--- config.mk ---
export PLATFORM = sky130hd
export DESIGN_NAME = button_debounce_long_press
export DESIGN_NICKNAME = d
export VERILOG_FILES = /design/src/design/bdlp_pkg.sv /design/src/design/button_debounce_long_press.sv /design/src/design/bdlp_button.sv
export SDC_FILE = /design/constraint.sdc
export NUM_CORES = 1
export LEC_CHECK = 0
export ABC_CLOCK_PERIOD_IN_PS = 2900
export BUFFER_PORTS_ARGS = -buffer_cell sky130_fd_sc_hd__buf_2
export CORE_MARGIN = 2
export CORE_UTILIZATION = 45
export DETAILED_ROUTE_END_ITERATION = 12
export PLACE_DENSITY_LB_ADDON = 0.08
export SYNTH_ARGS = -nofsm -noshare
export SYNTH_HDL_FRONTEND = slang
export SYNTH_HIERARCHICAL = 1
export SYNTH_SLANG_ARGS = --single-unit
--- constraint.sdc ---
create_clock -name aclk -period 2.9 [get_ports aclk]
set_input_delay 0.725 -clock aclk [delete_from_list [all_inputs] [get_ports aclk]]
set_output_delay 0.725 -clock aclk [all_outputs]
set_load 0.05 [all_outputs]
--- src/design/bdlp_pkg.sv ---
// bdlp_pkg: shared types and constants for the button debouncer with long press
// holds opcode codes, field widths and the per-button control and status structs
// no dependencies
package bdlp_pkg;

    // field widths
    localparam int OPCODE_WIDTH = 2;
    localparam int RAW_WIDTH    = 3;
    localparam int INDEX_WIDTH  = 2;
    localparam int HOLD_WIDTH   = 16;

    // long press tick count after reset
    localparam logic [HOLD_WIDTH-1:0] LONG_PRESS_RESET = 16'd100;

    // opcodes; the fourth code means nothing and is dropped
    localparam logic [OPCODE_WIDTH-1:0] OP_TICK        = 2'd0;
    localparam logic [OPCODE_WIDTH-1:0] OP_QUERY_PRESS = 2'd1;
    localparam logic [OPCODE_WIDTH-1:0] OP_QUERY_LONG  = 2'd2;

    typedef logic [HOLD_WIDTH-1:0] hold_t;

    // control into one button cell
    typedef struct packed {
        logic tick;          // sample tick this cycle
        logic level;         // raw pin level, 0 = pressed
        logic clear_report;  // press report read, disarm it
    } btn_ctrl_t;

    // status out of one button cell
    typedef struct packed {
        logic report_ready;  // pressed latch low and report armed
        logic long_flag;     // press held long enough
    } btn_status_t;

endpackage

--- src/design/button_debounce_long_press.sv ---
// button_debounce_long_press: top level, input register, button cells, result register
// queries pass the input register, then the result register, which holds while
// m_ready is low; one word per cycle unless a query waits on a held result
// reset: synchronous active-low aresetn clears all button state, both valid flags,
// and sets long_press_ticks to 100
module button_debounce_long_press
    import bdlp_pkg::*;
#(
    parameter int BUTTON_COUNT = 3
) (
    input  logic                    aclk,
    input  logic                    aresetn,
    // input words
    input  logic                    s_valid,
    output logic                    s_ready,
    input  logic [OPCODE_WIDTH-1:0] s_opcode,
    input  logic [RAW_WIDTH-1:0]    s_raw_levels,
    input  logic [INDEX_WIDTH-1:0]  s_button_index,
    // result words
    output logic                    m_valid,
    input  logic                    m_ready,
    output logic                    m_answer,
    // configuration
    input  logic                    cfg_valid,
    output logic                    cfg_ready,
    input  hold_t                   cfg_data
);

    logic                    in_valid_reg, in_valid_next;
    logic [OPCODE_WIDTH-1:0] op_reg;
    logic [RAW_WIDTH-1:0]    raw_reg;
    logic [INDEX_WIDTH-1:0]  idx_reg;
    logic                    out_valid_reg, out_valid_next;
    logic                    answer_reg;
    hold_t                   ticks_reg, ticks_next;
    logic                    is_query, advance;
    logic [BUTTON_COUNT-1:0] hit, report_vec, long_vec;
    logic                    answer_next;

    // configuration register, always ready
    assign cfg_ready  = 1'b1;
    assign ticks_next = (cfg_valid) ? cfg_data : ticks_reg;

    // held word leaves when it has no result or the result register frees up
    assign is_query = (op_reg == OP_QUERY_PRESS) || (op_reg == OP_QUERY_LONG);
    assign advance  = in_valid_reg && (!is_query || !out_valid_reg || m_ready);
    assign s_ready  = !in_valid_reg || advance;

    assign in_valid_next  = (s_valid && s_ready) || (in_valid_reg && !advance);
    assign out_valid_next = (advance && is_query) || (out_valid_reg && !m_ready);

    // per-button cells
    for (genvar b = 0; b < BUTTON_COUNT; b++) begin : g_btn
        btn_ctrl_t   ctrl;
        btn_status_t status;
        logic        level;

        // buttons beyond the pin field read as pressed
        if (b < RAW_WIDTH) begin : g_pin
            assign level = raw_reg[b];
        end else begin : g_nopin
            assign level = 1'b0;
        end

        assign hit[b]            = (32'(idx_reg) == b);
        assign ctrl.tick         = advance && (op_reg == OP_TICK);
        assign ctrl.level        = level;
        assign ctrl.clear_report = advance && (op_reg == OP_QUERY_PRESS) && hit[b];

        bdlp_button u_button (
            .aclk             (aclk),
            .aresetn          (aresetn),
            .ctrl             (ctrl),
            .long_press_ticks (ticks_reg),
            .status           (status)
        );

        assign report_vec[b] = status.report_ready;
        assign long_vec[b]   = status.long_flag;
    end

    // answer select; an out-of-range index hits no button and reads 0
    always_comb begin
        answer_next = answer_reg;
        if (advance) begin
            priority if (op_reg == OP_QUERY_PRESS) begin
                answer_next = |(hit & report_vec);
            end else if (op_reg == OP_QUERY_LONG) begin
                answer_next = |(hit & long_vec);
            end else begin
                answer_next = answer_reg;
            end
        end
    end

    // control registers
    always_ff @(posedge aclk) begin
        if (!aresetn) begin
            in_valid_reg  <= 1'b0;
            out_valid_reg <= 1'b0;
            ticks_reg     <= LONG_PRESS_RESET;
        end else begin
            in_valid_reg  <= in_valid_next;
            out_valid_reg <= out_valid_next;
            ticks_reg     <= ticks_next;
        end
    end

    // payload registers
    always_ff @(posedge aclk) begin
        if (s_valid && s_ready) begin
            op_reg  <= s_opcode;
            raw_reg <= s_raw_levels;
            idx_reg <= s_button_index;
        end
        answer_reg <= answer_next;
    end

    assign m_valid  = out_valid_reg;
    assign m_answer = answer_reg;

endmodule

--- src/design/bdlp_button.sv ---
// bdlp_button: debounce and long-press state of one button
// three-sample history, stable level, press report and saturating hold counter
// depends on bdlp_pkg
module bdlp_button
    import bdlp_pkg::*;
(
    input  logic        aclk,
    input  logic        aresetn,
    input  btn_ctrl_t   ctrl,
    input  hold_t       long_press_ticks,
    output btn_status_t status
);

    logic  newest_reg, middle_reg;
    logic  newest_next, middle_next;
    logic  stable_reg, stable_next;
    logic  latch_reg, latch_next;
    logic  armed_reg, armed_next;
    logic  long_reg, long_next;
    hold_t hold_reg, hold_next;
    hold_t hold_dec;
    logic  agree;

    // counter decremented with saturation at zero
    assign hold_dec = (hold_reg != '0) ? hold_reg - hold_t'(1) : '0;

    // history agrees once all three samples after the shift match;
    // the oldest sample after the shift is middle_reg, so it needs no register
    assign agree = (middle_reg == newest_reg) && (newest_reg == ctrl.level);

    // next state of one tick or a report read
    always_comb begin
        newest_next = newest_reg;
        middle_next = middle_reg;
        stable_next = stable_reg;
        latch_next  = latch_reg;
        armed_next  = armed_reg;
        long_next   = long_reg;
        hold_next   = hold_reg;
        if (ctrl.tick) begin
            newest_next = ctrl.level;
            middle_next = newest_reg;
            if (agree) begin
                if (stable_reg != middle_reg) begin
                    stable_next = middle_reg;
                    if (!middle_reg) begin
                        // new stable press
                        latch_next = 1'b0;
                        hold_next  = long_press_ticks;
                    end else begin
                        // new stable release
                        latch_next = 1'b1;
                        long_next  = 1'b0;
                        armed_next = 1'b1;
                    end
                end else if (!stable_reg) begin
                    // press still held
                    hold_next = hold_dec;
                    if (hold_dec == '0) begin
                        long_next = 1'b1;
                    end
                end
            end
        end else if (ctrl.clear_report && !latch_reg) begin
            // report given only while the latch shows a press
            armed_next = 1'b0;
        end
    end

    // state registers
    always_ff @(posedge aclk) begin
        if (!aresetn) begin
            newest_reg <= 1'b0;
            middle_reg <= 1'b0;
            stable_reg <= 1'b0;
            latch_reg  <= 1'b0;
            armed_reg  <= 1'b0;
            long_reg   <= 1'b0;
            hold_reg   <= '0;
        end else begin
            newest_reg <= newest_next;
            middle_reg <= middle_next;
            stable_reg <= stable_next;
            latch_reg  <= latch_next;
            armed_reg  <= armed_next;
            long_reg   <= long_next;
            hold_reg   <= hold_next;
        end
    end

    // status to the answer select
    assign status.report_ready = !latch_reg && armed_reg;
    assign status.long_flag    = long_reg;

endmodule

==> impl_metrics.py <==
metrics = {
    "synth": {
        "synthSimpleGateAreaFrac": 0.234,
        "ys_async_sr_fraction": 0,
        "synth.top_cell.area_share": 0.278,
        "synth_compound_area_frac": 0.277,
        "synth_seq_cells": 89,
        "synth-edff-count": 8,
        "syn-num-nets": 715,
        "syn_area_per_cell_um2": 8.62,
        "synth_most_common_cell": "dfxtp_1",
        "synthFlopType": "dfxtp_1",
        "ys_warn_count": 6,
        "synth_common_cells": "81 x dfxtp_1, 56 x nor2b_1, 46 x o21ai_0",
        "yosys.area.top_type": "dfxtp_1",
        "synth_cell_types": 58,
        "synth_xor_area_frac": 0.00451,
        "synth_mux_area_frac": 0.0573,
        "syn-cell-area_mm2": 0.00583,
        "synthAdderAreaFrac": 0.0236,
        "ys_seq_area_frac": 0.320,
        "synth_top_family_by_area": "compound AO/OA/AOI/OAI gates",
        "syn_inst": 676,
        "synth_area_leaders": "dfxtp_1 28%, nor2b_1 6.0%, mux2i_1 5.2%, edfxtp_1 4.1%, o21ai_0 4.0%",
    },
    "floorplan": {
        "die_area_mm2": 0.0139,
        "core_region_area_mm2": 0.0126,
        "initial_utilization": 0.462,
        "fp.dieW_um": 118,
        "ios": 32,
        "rows": 41,
        "die_h_um": 118,
    },
    "placed_design": {
        "place_congestion": 0.853,
        "io_buffer_count": 30,
        "dp.final_hpwl_um": 10500,
    },
    "route": {
        "wl_per_cell_um": 17.5,
        "first_iter_violations": 329,
        "drt-total-wl_um": 14900,
        "via_count": 5081,
        "viasPerCell": 5.94,
        "ant_nets": 0,
        "drc": 0,
        "first_pass_iters": 5,
    },
    "critical_path": {
        "cp_slowest_cell": "or4b_4",
        "reg2reg_slack_ns": 0.28,
        "arrival_ns": 2.86,
        "slowest_delay_ns": 0.60,
        "reg2reg_depth": 8,
        "cp.required_ns": 3.14,
        "path_class": "reg2reg",
        "path_cells": "inv_1, ha_1, or4b_4, o41ai_4, buf_4, o32ai_1, a22oi_1, nor2b_1",
        "end_kind": "register",
        "crit_path_start_kind": "register",
        "path_max_fanout": 12,
    },
    "finish": {
        "drive_gt1_frac": 0.135,
        "largest_reg_flops": 48,
        "antenna_cells": 0,
        "syn2layout_area_growth_pct": 8.65,
        "finalNetCount": 718,
        "nFillCells": 1234,
    },
    "clock_tree": {
        "cts_buffer_depth": 2,
        "ctsResizeCount": 0,
        "cts_inserted_buffers": 9,
        "root_buffer": "clkbuf_16",
        "hold_buffers": 0,
        "clock_sinks": 89,
        "post_cts_buffers": 0,
        "clock_latency_ns": 0.35,
        "path_clk_slew_ns": 0.07,
        "htreeDepth": 3,
        "cts_tree": "built",
    },
    "status": {
        "outcome": "complete, no violations",
    },
    "timing": {
        "finalHoldViolCount": 0,
        "fmaxAchievable_mhz": 382,
        "grt_setup_unrepaired": "false",
        "period_needed_ns": 2.62,
        "setup_viol": 0,
        "tns_ns": 0,
        "slew-limit-headroom": 0.466,
        "fin_crit_sh": 0.902,
        "clock_skew_ns": 0.00769,
        "slew_violations": 0,
        "max_slew.worst_pin.slew_ns": 0.781,
    },
    "global_route": {
        "antenna_found_initial": 0,
        "grt_usage": 0.220,
        "grt_pass1_vias": 4703,
        "grt_start_max_net_pins": 41,
        "grt_pass1_wl_um": 24600,
        "gr-total-overflow": 0,
    },
    "power_and_ir_drop": {
        "totalPowerFinal_mw": 2.99,
        "peakVddDrop_mv": 0.268,
        "power.leakage_nw": 2.48,
        "p_per_area_mw_per_mm2": 471,
    },
    "min_path": {
        "min_path_type": "reg2reg",
        "whs_path_depth": 2,
    },
    "flow_run": {
        "cap_violations": 0,
    },
}
## cells in the final DEF (no fill, tap or decap), types with 13 or more instances in the layout
| master | synthesis | layout |
|---|---|---|
| nor2b_1 | 56 | 56 |
| or3_1 | 15 | 15 |
| mux2i_1 | 30 | 30 |
| nand3_1 | 13 | 13 |
| o21ai_0 | 46 | 46 |
| nor3_1 | 24 | 24 |
| a22oi_1 | 15 | 15 |
| a21boi_1 | 13 | 13 |
| nand2_1 | 33 | 33 |
| dfxtp_1 | 81 | 81 |
| a21oi_1 | 22 | 22 |
| nor2_1 | 26 | 26 |
| buf_2 | 12 | 30 |
| nor4_1 | 18 | 18 |
| buf_4 | 4 | 18 |
| inv_1 | 42 | 42 |
## layout make-up
type / count / area, um^2 / area share
clock inverters: 7 / 98.8 / 0.0156
well taps: 172 / 215 / 0.0340
inverters: 45 / 169 / 0.0267
multi-input cells: 486 / 3480 / 0.549
flip-flops and latches: 89 / 1860 / 0.294
clock buffers: 9 / 225 / 0.0356
repair buffers: 48 / 285 / 0.0451
## logic make-up after synthesis
family	after synthesis
and+or+nand+nor	234
AOI/OAI and AO/OA	204
buffers and inverters	101
DFF	89
muxes	33
adders and majority gates	11
xor gates and xnor gates	3
other	1
## worst paths after layout
kind | startpoint | endpoint
worst min register to register | g_btn[0].u_button/hold_reg[15]$_SDFFE_PN0P_ | g_btn[0].u_button/hold_reg[15]$_SDFFE_PN0P_
worst min-delay path | g_btn[0].u_button/hold_reg[15]$_SDFFE_PN0P_ | g_btn[0].u_button/hold_reg[15]$_SDFFE_PN0P_
worst max register to register | g_btn[1].u_button/hold_reg[0]$_SDFFE_PN0P_ | g_btn[1].u_button/hold_reg[6]$_SDFFE_PN0P_
worst max-delay path | g_btn[1].u_button/hold_reg[0]$_SDFFE_PN0P_ | g_btn[1].u_button/hold_reg[6]$_SDFFE_PN0P_
## per-layer routing
| layer | global-route usage | vias up | wire length, um |
|---|---|---|---|
| li1 | - | 2512 | - |
| met1 | 0.291 | 2440 | 6960 |
| met2 | 0.367 | 116 | 7220 |
| met3 | 0.0315 | 13 | 553 |
| met4 | 0.0776 | 0 | 199 |
| met5 | 0 | - | 0 |
## power by group
group / internal, mW / switching, mW / total [mW] / leakage (nW)
Clock: 0.765 / 0.529 / 1.29 / 0.159
Sequential: 1.27 / 0.0494 / 1.32 / 0.735
Combinational: 0.172 / 0.199 / 0.371 / 1.59
## per-stage QoR
| stage | worst slack, ns | hold slack [ns] | cells | utilization | instance area [um^2] |
|---|---|---|---|---|---|
| final | 0.284 | 0.501 | 856 | 0.502 | 6330 |
| after global routing | 0.0907 | 0.522 | 856 | 0.502 | 6330 |
| after CTS | 0.324 | 0.508 | 856 | 0.502 | 6330 |
| after detailed placement | 0.329 | 0.491 | 840 | 0.476 | 6010 |
| after global placement | 0.384 | 0.486 | 840 | 0.476 | 6010 |
| after floorplan | 0.214 | 0.461 | 676 | - | 5830 |
## critical path, delay by kind of cell (launching register included)
| family | cells | cell delay (ns) |
|---|---|---|
| buffers and inverters | 2 | 0.34 |
| AOI/OAI and AO/OA | 3 | 0.85 |
| and+or+nand+nor | 2 | 0.66 |
| DFF | 1 | 0.39 |
| adders and majority gates | 1 | 0.26 |
Power figures use the tool's default switching activity.
